===== src/hdl/dbdc_pkg.sv =====
// Shared types and constants for the dual-beam direction counter.
package dbdc_pkg;

   localparam int SAMPLE_W = 8;
   localparam int STEP_W   = 8;
   localparam int TOTAL_W  = 32;
   localparam int LANE_W   = 4;
   localparam int EVENT_W  = 2;

   localparam logic [SAMPLE_W-1:0] THRESHOLD_RESET = 8'd110;
   localparam logic [STEP_W-1:0]   MIN_STEPS       = 8'd3;

   localparam logic [1:0] PH_FREE  = 2'b00;
   localparam logic [1:0] PH_OUTER = 2'b01;
   localparam logic [1:0] PH_BOTH  = 2'b10;
   localparam logic [1:0] PH_INNER = 2'b11;

   localparam logic [EVENT_W-1:0] EV_NONE  = 2'd0;
   localparam logic [EVENT_W-1:0] EV_ENTRY = 2'd1;
   localparam logic [EVENT_W-1:0] EV_EXIT  = 2'd2;

   typedef struct packed {
      logic [1:0]        phase;
      logic [STEP_W-1:0] entry_steps;
      logic [STEP_W-1:0] exit_steps;
   } lane_state_type;

   localparam int LANE_STATE_W = $bits(lane_state_type);

   typedef struct packed {
      lane_state_type     next_state;
      logic [EVENT_W-1:0] evt;
   } step_result_type;

endpackage


===== src/hdl/dbdc_ram.sv =====
// Generic single-port-write, single-port-read RAM with registered read data.
module dbdc_ram #(
   parameter int WIDTH = 18,
   parameter int DEPTH = 16,
   localparam int AW = (DEPTH > 1) ? $clog2(DEPTH) : 1
) (
   input  logic             clock,
   input  logic             wr_en,
   input  logic [AW-1:0]    wr_addr,
   input  logic [WIDTH-1:0] wr_data,
   input  logic             rd_en,
   input  logic [AW-1:0]    rd_addr,
   output logic [WIDTH-1:0] rd_data
);

   logic [WIDTH-1:0] mem_ff [DEPTH];
   logic [WIDTH-1:0] rd_data_ff;

   always_ff @(posedge clock) begin
      if (wr_en) begin
         mem_ff[wr_addr] <= wr_data;
      end
      if (rd_en) begin
         rd_data_ff <= mem_ff[rd_addr];
      end
   end

   assign rd_data = rd_data_ff;

endmodule


===== src/hdl/dbdc_step.sv =====
// Per-lane phase transition and step counting for one beam sample pair.
module dbdc_step
   import dbdc_pkg::*;
(
   input  logic [SAMPLE_W-1:0] threshold,
   input  logic [SAMPLE_W-1:0] outer_sample,
   input  logic [SAMPLE_W-1:0] inner_sample,
   input  lane_state_type      cur_state,
   output step_result_type     result
);

   function automatic logic [STEP_W-1:0] sat_inc(input logic [STEP_W-1:0] v);
      return (v == {STEP_W{1'b1}}) ? v : v + STEP_W'(1);
   endfunction

   logic outer_blk;
   logic inner_blk;
   logic none_blk;
   logic both_blk;
   logic outer_only;
   logic inner_only;

   assign outer_blk  = outer_sample < threshold;
   assign inner_blk  = inner_sample < threshold;
   assign none_blk   = !outer_blk && !inner_blk;
   assign both_blk   = outer_blk && inner_blk;
   assign outer_only = outer_blk && !inner_blk;
   assign inner_only = !outer_blk && inner_blk;

   always_comb begin
      result.next_state = cur_state;
      result.evt        = EV_NONE;
      case (cur_state.phase)
         PH_FREE: begin
            result.next_state.entry_steps = '0;
            result.next_state.exit_steps  = '0;
            if (outer_only) begin
               result.next_state.entry_steps = STEP_W'(1);
               result.next_state.phase       = PH_OUTER;
            end else if (inner_only) begin
               result.next_state.exit_steps = STEP_W'(1);
               result.next_state.phase      = PH_INNER;
            end
         end
         PH_OUTER: begin
            if (both_blk) begin
               result.next_state.entry_steps = sat_inc(cur_state.entry_steps);
               result.next_state.phase       = PH_BOTH;
            end else if (none_blk) begin
               if (cur_state.exit_steps >= MIN_STEPS) begin
                  result.evt = EV_EXIT;
               end
               result.next_state.phase = PH_FREE;
            end
         end
         PH_BOTH: begin
            if (inner_only) begin
               result.next_state.entry_steps = sat_inc(cur_state.entry_steps);
               result.next_state.phase       = PH_INNER;
            end else if (outer_only) begin
               result.next_state.exit_steps = sat_inc(cur_state.exit_steps);
               result.next_state.phase      = PH_OUTER;
            end else if (none_blk) begin
               result.next_state.phase = PH_FREE;
            end
         end
         default: begin
            if (none_blk) begin
               if (cur_state.entry_steps >= MIN_STEPS) begin
                  result.evt = EV_ENTRY;
               end
               result.next_state.phase = PH_FREE;
            end else if (both_blk) begin
               result.next_state.exit_steps = sat_inc(cur_state.exit_steps);
               result.next_state.phase      = PH_BOTH;
            end
         end
      endcase
   end

endmodule


===== src/hdl/dual_beam_direction_counter.sv =====
// A request's response is registered in the lane state stage and then in the response register.
// Throughput: one request per cycle unless stalled; lane state is read from RAM at accept and
//   written back at fire, with a one-deep forward for back-to-back same-lane requests.
// Reset: synchronous active-high reset frees every lane (per-lane valid bits),
//   zeroes both totals and loads the trigger threshold with 110; no clearing pass.
module dual_beam_direction_counter
   import dbdc_pkg::*;
#(
   parameter int LANE_COUNT = 16
) (
   input  logic                clock,
   input  logic                reset,
   input  logic                csr_wr_en,
   input  logic [SAMPLE_W-1:0] csr_wr_data,
   input  logic                req_valid,
   output logic                req_stall,
   input  logic [LANE_W-1:0]   req_lane,
   input  logic [SAMPLE_W-1:0] req_outer_sample,
   input  logic [SAMPLE_W-1:0] req_inner_sample,
   output logic                rsp_valid,
   input  logic                rsp_stall,
   output logic [EVENT_W-1:0]  rsp_passage_event,
   output logic [LANE_W-1:0]   rsp_event_lane,
   output logic [TOTAL_W-1:0]  rsp_entered_count,
   output logic [TOTAL_W-1:0]  rsp_left_count
);

   localparam int AW = (LANE_COUNT > 1) ? $clog2(LANE_COUNT) : 1;
   localparam int LW = AW + LANE_W;

   logic [SAMPLE_W-1:0]   threshold_ff, threshold_in;
   logic [LANE_COUNT-1:0] valid_ff, valid_in;

   logic                  s1_valid_ff, s1_valid_in;
   logic [LANE_W-1:0]     s1_lane_ff;
   logic [SAMPLE_W-1:0]   s1_outer_ff;
   logic [SAMPLE_W-1:0]   s1_inner_ff;
   logic                  s1_ok_ff;
   logic                  s1_rvalid_ff;
   logic                  fwd_hit_ff, fwd_hit_in;
   lane_state_type        fwd_state_ff;

   logic [TOTAL_W-1:0]    entered_ff, entered_in;
   logic [TOTAL_W-1:0]    left_ff, left_in;

   logic                  rsp_valid_ff, rsp_valid_in;
   logic [EVENT_W-1:0]    rsp_evt_ff;
   logic [LANE_W-1:0]     rsp_lane_ff;
   logic [TOTAL_W-1:0]    rsp_entered_ff;
   logic [TOTAL_W-1:0]    rsp_left_ff;

   logic                  req_fire;
   logic [LW-1:0]         req_lane_wide;
   logic [AW-1:0]         req_addr;
   logic                  req_ok;
   logic [LW-1:0]         s1_lane_wide;
   logic [AW-1:0]         s1_addr;
   logic                  s1_go;
   logic                  s1_fire;
   logic                  wr_en;
   logic [LANE_STATE_W-1:0] ram_rdata;
   lane_state_type        cur_state;
   step_result_type       step_out;
   logic [EVENT_W-1:0]    s1_evt;

   // request side
   assign req_lane_wide = {{AW{1'b0}}, req_lane};
   assign req_addr      = req_lane_wide[AW-1:0];
   assign req_ok        = req_lane_wide < LW'(LANE_COUNT);
   assign req_stall     = s1_valid_ff && !s1_go;
   assign req_fire      = req_valid && !req_stall;

   // lane state stage
   assign s1_lane_wide = {{AW{1'b0}}, s1_lane_ff};
   assign s1_addr      = s1_lane_wide[AW-1:0];
   assign s1_go        = !rsp_valid_ff || !rsp_stall;
   assign s1_fire      = s1_valid_ff && s1_go;
   assign wr_en        = s1_fire && s1_ok_ff;

   dbdc_ram #(
      .WIDTH(LANE_STATE_W),
      .DEPTH(LANE_COUNT)
   ) u_state_ram (
      .clock   (clock),
      .wr_en   (wr_en),
      .wr_addr (s1_addr),
      .wr_data (step_out.next_state),
      .rd_en   (req_fire),
      .rd_addr (req_addr),
      .rd_data (ram_rdata)
   );

   always_comb begin
      if (fwd_hit_ff) begin
         cur_state = fwd_state_ff;
      end else if (s1_rvalid_ff) begin
         cur_state = lane_state_type'(ram_rdata);
      end else begin
         cur_state = '0;
      end
   end

   dbdc_step u_step (
      .threshold    (threshold_ff),
      .outer_sample (s1_outer_ff),
      .inner_sample (s1_inner_ff),
      .cur_state    (cur_state),
      .result       (step_out)
   );

   assign s1_evt = s1_ok_ff ? step_out.evt : EV_NONE;

   always_comb begin
      threshold_in = csr_wr_en ? csr_wr_data : threshold_ff;
      valid_in     = valid_ff;
      if (wr_en) begin
         valid_in[s1_addr] = 1'b1;
      end
      s1_valid_in  = req_fire || (s1_valid_ff && !s1_go);
      fwd_hit_in   = wr_en && (req_addr == s1_addr);
      entered_in   = entered_ff;
      left_in      = left_ff;
      if (s1_fire && (s1_evt == EV_ENTRY)) begin
         entered_in = entered_ff + TOTAL_W'(1);
      end
      if (s1_fire && (s1_evt == EV_EXIT)) begin
         left_in = left_ff + TOTAL_W'(1);
      end
      rsp_valid_in = s1_fire || (rsp_valid_ff && rsp_stall);
   end

   always_ff @(posedge clock) begin
      if (reset) begin
         threshold_ff <= THRESHOLD_RESET;
         valid_ff     <= '0;
         s1_valid_ff  <= 1'b0;
         fwd_hit_ff   <= 1'b0;
         entered_ff   <= '0;
         left_ff      <= '0;
         rsp_valid_ff <= 1'b0;
      end else begin
         threshold_ff <= threshold_in;
         valid_ff     <= valid_in;
         s1_valid_ff  <= s1_valid_in;
         entered_ff   <= entered_in;
         left_ff      <= left_in;
         rsp_valid_ff <= rsp_valid_in;
         if (req_fire) begin
            fwd_hit_ff <= fwd_hit_in;
         end
      end
   end

   // hold payload while stalled
   always_ff @(posedge clock) begin
      if (req_fire) begin
         s1_lane_ff   <= req_lane;
         s1_outer_ff  <= req_outer_sample;
         s1_inner_ff  <= req_inner_sample;
         s1_ok_ff     <= req_ok;
         s1_rvalid_ff <= valid_ff[req_addr];
         fwd_state_ff <= step_out.next_state;
      end
      if (s1_fire) begin
         rsp_evt_ff     <= s1_evt;
         rsp_lane_ff    <= s1_lane_ff;
         rsp_entered_ff <= entered_in;
         rsp_left_ff    <= left_in;
      end
   end

   assign rsp_valid         = rsp_valid_ff;
   assign rsp_passage_event = rsp_evt_ff;
   assign rsp_event_lane    = rsp_lane_ff;
   assign rsp_entered_count = rsp_entered_ff;
   assign rsp_left_count    = rsp_left_ff;

`ifndef ASSERT_OFF
   a_entry_count: assert property (@(posedge clock) disable iff (reset)
      s1_fire && (s1_evt == EV_ENTRY) |=> entered_ff == $past(entered_ff) + TOTAL_W'(1))
      else $error("entered total did not advance on entry");

   a_exit_count: assert property (@(posedge clock) disable iff (reset)
      s1_fire && (s1_evt == EV_EXIT) |=> left_ff == $past(left_ff) + TOTAL_W'(1))
      else $error("left total did not advance on exit");

   a_stall_busy: assert property (@(posedge clock) disable iff (reset)
      req_stall |-> s1_valid_ff && rsp_valid_ff)
      else $error("request stalled with free pipeline");

   a_lane_valid: assert property (@(posedge clock) disable iff (reset)
      wr_en |=> valid_ff[$past(s1_addr)])
      else $error("lane written but not marked valid");
`endif

endmodule

===== config.mk =====
export PLATFORM = sky130hd
export DESIGN_NAME = dual_beam_direction_counter
export DESIGN_NICKNAME = d
export VERILOG_FILES = /design/src/hdl/dbdc_pkg.sv /design/src/hdl/dbdc_ram.sv /design/src/hdl/dbdc_step.sv /design/src/hdl/dual_beam_direction_counter.sv
export SDC_FILE = /design/constraint.sdc
export NUM_CORES = 1
export LEC_CHECK = 0
export CAP_MARGIN = 20
export CORE_UTILIZATION = 45
export DETAILED_ROUTE_END_ITERATION = 16
export DONT_BUFFER_PORTS = 1
export GPL_ROUTABILITY_DRIVEN = 0
export MAX_ROUTING_LAYER = met4
export PLACE_DENSITY = 0.72
export SYNTH_ARGS = -nofsm -noshare
export SYNTH_HDL_FRONTEND = slang
export SYNTH_SLANG_ARGS = --single-unit

===== constraint.sdc =====
create_clock -name clock -period 3.9 [get_ports clock]
set_input_delay 0.78 -clock clock [delete_from_list [all_inputs] [get_ports clock]]
set_output_delay 0.78 -clock clock [all_outputs]
set_load 0.02 [all_outputs]

Yosys cells after proc, flatten, opt, wreduce, memory -nomap -nowiden
Memories as Yosys holds them, arrays and structs flattened. A register that Yosys moved wholly into a read port is not among the register bits.
Index checks and enable logic that the tools add are counted.
{"block": "classes", "add_sub_neg": 4, "mul": 0, "div": 0, "n_lt_le_gt_ge": 8, "eq_ne": 7, "n_shift": 0, "mux": 39, "bitwise_logic": 1, "n_reduce_logical": 24}
{"cell": "$mux 8", "n": 9}
{"cell": "$add 32x1->32 const B", "n": 2}
{"cell": "$mux 32", "n": 2}
{"cell": "$pmux 8 s3", "n": 2}
{"cell": "$mux 18", "n": 2}
{"cell": "$mux 2", "n": 12}
{"cell": "$add 8x1->8 const B", "n": 2}
{"cell": "$eq 8x8->1 const B", "n": 2}
{"cell": "$ge 8x2->1 const B", "n": 2}
{"cell": "$lt 8x8->1", "n": 2}
{"cell": "$or 16x16->16", "n": 1}
{"cell": "$lt 4x5->1 const B", "n": 3}
{"cell": "$logic_and 1x1->1", "n": 13}
{"cell": "$mux 1", "n": 8}
{"cell": "$logic_not 1->1", "n": 6}
{"cell": "$pmux 2 s3", "n": 1}
{"cell": "$bmux 1 s4", "n": 1}
{"cell": "$demux 1 s4", "n": 1}
{"cell": "$eq 2x1->1 const B", "n": 2}
{"cell": "$eq 2x2->1 const B", "n": 2}
{"cell": "$eq 4x4->1", "n": 1}
{"cell": "$ge 4x1->1 const B", "n": 1}
{"cell": "$pmux 2 s2", "n": 1}
{"cell": "$logic_or 1x1->1", "n": 3}
{"cell": "2 further kinds", "n": 2}
{"block": "totals", "reg_bits": 201, "latch_bits": 0, "mem_bits_rw": 288, "mem_bits_ro": 0, "input_bits": 33, "output_inout_bits": 72, "word_cells": 103, "n_memories": 1}
{"memory": "u_state_ram.mem_ff", "words": 16, "word_bits": 18, "rd": 1, "rd_ports_with_merged_regs": 1, "write_ports": 1, "line": "dbdc_ram.sv:16", "source": "logic [WIDTH-1:0] mem_ff [DEPTH];"}

Depth between registers and ports, before layout
{"block": "depth", "depth_word": 11, "ltp_mapped": 14, "ltp_nobuf": 11}

Hierarchy
A second synthesis with hierarchy kept.
{"block": "unflattened", "cells_unflattened": 1333, "hier_area_um2": 20823.7}
{"module": "dbdc_ram", "n_inst": 1, "cells_per_inst": 482, "area_per_inst_um2": 11502.3, "seq_area_each_um2": 9188.8}
{"module": "dual_beam_direction_counter", "n_inst": 1, "cells_per_inst": 678, "area_per_inst_um2": 8160.3, "seq_area_each_um2": 5094.9}
{"module": "dbdc_step", "n_inst": 1, "cells_per_inst": 173, "area_per_inst_um2": 1161.1, "seq_area_each_um2": 0.0}

Least setup slack after synthesis
No wires, ideal clock.
{"block": "synth_timing", "kind": "input-to-reg", "start": "input port rsp_stall", "end": "memory u_state_ram.mem_ff[2][0], enable pin", "setup_time_ns": 0.418, "arrival_time_ns": 3.627, "required_ns": 3.482, "path_slack_ns": -0.145, "stages": 5, "path_buffers": 0, "path_cell_list": "nand2_1 > nand2_1 > clkinv_1 > nand3b_1 > nor3_1"}
{"block": "synth_via", "elab_chain_cells": 6}
{"element": "start: declaration", "line": "dual_beam_direction_counter.sv:21", "source": "input logic rsp_stall,"}
{"element": "$logic_not 1->1", "line": "dual_beam_direction_counter.sv:76", "source": "assign s1_go = !rsp_valid_ff || !rsp_stall;"}
{"element": "$logic_or 1x1->1", "line": "dual_beam_direction_counter.sv:76"}
{"element": "$logic_and 1x1->1", "line": "dual_beam_direction_counter.sv:77", "source": "assign s1_fire = s1_valid_ff && s1_go;"}
{"element": "via s1_fire", "line": "dual_beam_direction_counter.sv:59", "source": "logic s1_fire;"}
{"element": "$logic_and 1x1->1", "line": "dual_beam_direction_counter.sv:78", "source": "assign wr_en = s1_fire && s1_ok_ff;"}
{"element": "$mux 1", "line": "dbdc_ram.sv:20", "source": "if (wr_en) begin"}
{"element": "$mux 1 (implied by the code)", "line": "dbdc_ram.sv:21", "source": "mem_ff[wr_addr] <= wr_data;"}
{"element": "end: declaration", "line": "dbdc_ram.sv:16"}
The timed path passes the listed nets, and every way through them passes these cells.

==> key figures <==
Timing
  • Max Slew Vio Count: 0
  • Final worst-path cycle share: 86.1%
  • Setup ws final: 540 ps
  • Setup violations, final: 0
  • Clock skew: 26.9 ps
  • Peak Freq: 0.298 GHz
  • RSZ-0062 raised after global routing: no
  • Final hold violations: 0
  • Worst Tran Pin Value: 807 ps
  • Clock period minus worst slack: 3360 ps
  • Max_slew headroom: 46.1%
  • Fin Setup TNS: 0 ps

Worst setup path
  • CP Capture Type: register
  • Crit path max fanout: 17
  • Setup CP Type: register to register
  • Startpoint types: register
  • CP max-delay cell: o31ai_1
  • Req. time, crit path: 4150 ps
  • CP max stage delay: 570 ps
  • WP data arrival: 3610 ps
  • Most used cell, CP: ha_1
  • CP Cell Sequence: inv_1, ha_1, or4_1, a21oi_1, o31ai_2, ha_1, o31ai_1, o221ai_1, a22o_1

CTS
  • Setup Fix Bufs, Post-CTS: 0
  • Worst-path clk slew: 70 ps
  • Clock Latency Late Sink: 610 ps
  • CTS Buffer Depth: 3
  • TritonCTS clock tree: done
  • Cts hold-fix bufs: 0
  • Root Driver: clkbuf_16
  • CTS Buf Count: 50
  • Htree depth: 2
  • CTS sink cnt: 506
  • Post-cts sizing count: 0

Pwr
  • Switch share: 21.3%
  • Clock power share: 42.6%
  • Max IR drop VDD: 383 uV
  • P per Cell Area: 483 nW/um2
  • Sw power: 2460 uW
  • Leak pwr: 0.00820 uW
  • Comb pwr share: 4.5%
  • Seq pwr share: 52.9%
  • Internal power: 9070 uW

Global routing
  • Initial antenna violation count: 0
  • Vias in the first global route: 11700
  • GRT Total Usage: 20.1%
  • Largest net degree at the start of global routing: 109
  • Gr ovfl total: 0
  • First-pass GRT wire length: 69800 um

Placed design
  • Placed Cells: 1935
  • Worst slack, placed: 238 ps
  • HPWL Detailed: 27500 um
  • PortBufs: 0

Detailed routing
  • TritonRoute pass-1 iters: 6
  • Post-Route WL: 45800 um
  • DR WL/cell: 22.6 um
  • Vias: 12000
  • ANT nets after route: 0
  • DR iter-0 viols: 1317
  • Vias per std cell: 5.88
  • DRC: 0

Cells and area
  • Share of cells above drive strength 1: 21.3%
  • Register area: 14300 um2
  • Fin util: 51.4%
  • Fill cells: 3711
  • Layout Nets: 1438
  • Footprint of the multi-input gates: 6610 um2
  • Non-Filler Instances: 2033
  • Synth-to-layout area growth: 12.6%
  • N_diodes: 0

Die
  • Die Ht: 219 um
  • Die ar.: 48000 um2
  • Chip Width: 219 um
  • Row count: 79
  • Core region area: 46500 um2
  • Initial Utilization: 45.6%
  • IO Pins: 105

Yosys
  • Yosys reg bits: 506
  • Most frequent cell after synthesis: edfxtp_1
  • Syn avg cell area: 15.7 um2
  • Net Count, Synth: 1400
  • Ys async rst share: 0%
  • Mapped Area: 21200 um2
  • Number of synthesized flops with an enable pin: 415
  • Largest area contributor in the netlist: edfxtp_1
  • Cells after Synth: 1347
  • Sequential area share after synthesis: 67.4%
  • Ys Warns: 0
  • Main synth FF type: edfxtp_1
  • Synth top area share: 58.8%
  • Post-synth top cells: edfxtp_1 (415), mux4_2 (95), dfxtp_1 (91), nor2_1 (91), nand2_1 (63)
  • Yosys cell types: 69
  • Top cells by area, synth: edfxtp_1 (59%), mux4_2 (10%), dfxtp_1 (8.6%)

Flow run
  • Max Cap Violations: 0

Min path
  • Min-Delay Path Class: primary input to register

Status
  • Run status: completed
==> logic make-up after synthesis <==
logic type / synth area share [%]
xor gates and xnor gates: 2.23
muxes: 12.5
DFF: 67.4
buffers and inverters: 1.86
and+or+nand+nor: 10.2
AOI/OAI and AO/OA: 4.59
adders and majority gates: 1.18
==> path summary, 6_finish.rpt <==
path / startpoint / to / slack (ps) / cells after the start
hold reg to reg: valid_ff[2]$_SDFFE_PP0P_ / valid_ff[2]$_SDFFE_PP0P_ / 460 / 1
setup / recovery: threshold_ff[4]$_SDFFE_PP0P_ / u_state_ram.mem_ff[3][2]$_DFFE_PP_ / 540 / 9
setup reg to reg: threshold_ff[4]$_SDFFE_PP0P_ / u_state_ram.mem_ff[3][2]$_DFFE_PP_ / 540 / 9
hold / removal: reset / left_ff[0]$_SDFF_PP0_ / 260 / 1
==> state kept, by name, indices dropped and copies added (netlist names) <==
signal	cells
u_state_ram.mem_ff	288
entered_ff	32
left_ff	32
rsp_entered_count	32
rsp_left_count	32
fwd_state_ff	18
u_state_ram.rd_data	18
valid_ff	16
s1_inner_ff	8
s1_outer_ff	8
threshold_ff	8
rsp_event_lane	4
s1_addr	4
rsp_passage_event	2
fwd_hit_ff	1
rsp_valid	1
s1_rvalid_ff	1
s1_valid_ff	1
==> per-stage QoR <==
stage / hold slack [ps] / area, um2 / total power [uW]
final: 264 / 23900 / 11500
after global routing: 240 / 23900 / 11900
after CTS: 228 / 23800 / 11600
after detailed placement: 449 / 22100 / 6720
after global placement: 441 / 22100 / 6700
after floorplan: 424 / 21200 / 6590
==> worst max-delay path: cells and delay by family, from the launching register on <==
family          cells  cell delay (ps)
compound gates      5             1550
fa+ha+maj           2              560
buf+inv             1               60
flops               1              330
simple gates        1              510
==> per-layer routing <==
| metal | part of all wire (%) | global-route usage, % | up-vias |
|---|---|---|---|
| met5 | 0 | - | - |
| met2 | 48 | 31.2 | 486 |
| met1 | 43 | 26.8 | 6060 |
| met3 | 6.8 | 3.66 | 81 |
| li1 | - | - | 5328 |
| met4 | 2.6 | 6.74 | 0 |
==> placed cells by master, fill, tap and decap left out, types with 13 or more instances in the layout <==
cell and n:
and3_1 20, nand3_1 42, inv_1 20, nor2_1 79
nor4_1 15, xor2_1 24, and2_1 23, dfxtp_1 91
nand2_1 63, mux4_2 95, mux2_2 26, o21ai_0 25
nor2b_1 38, a21oi_1 32, xnor2_1 30, clkbuf_16 54
buf_4 49, nor3_1 13, edfxtp_1 415, nand4_1 24
ha_1 20
==> area by class of cell <==
type	instances	share of cell area (%)
clock buffers	62	5.83
clock inverters	31	1.23
inverters	24	0.383
multi-input cells	751	27.7
flip-flops and latches	506	59.9
well taps	607	3.18
repair buffers	52	1.79
==> power by group through the flow <==
stage	clock network (uW)	logic (uW)	registers [uW]
finish	4910	520	6090
global placement	0	498	6200
CTS	5000	514	6090
floorplan	0	414	6180
global route	5210	564	6100
detailed placement	0	512	6210
(Power assumes the default switching activity.)
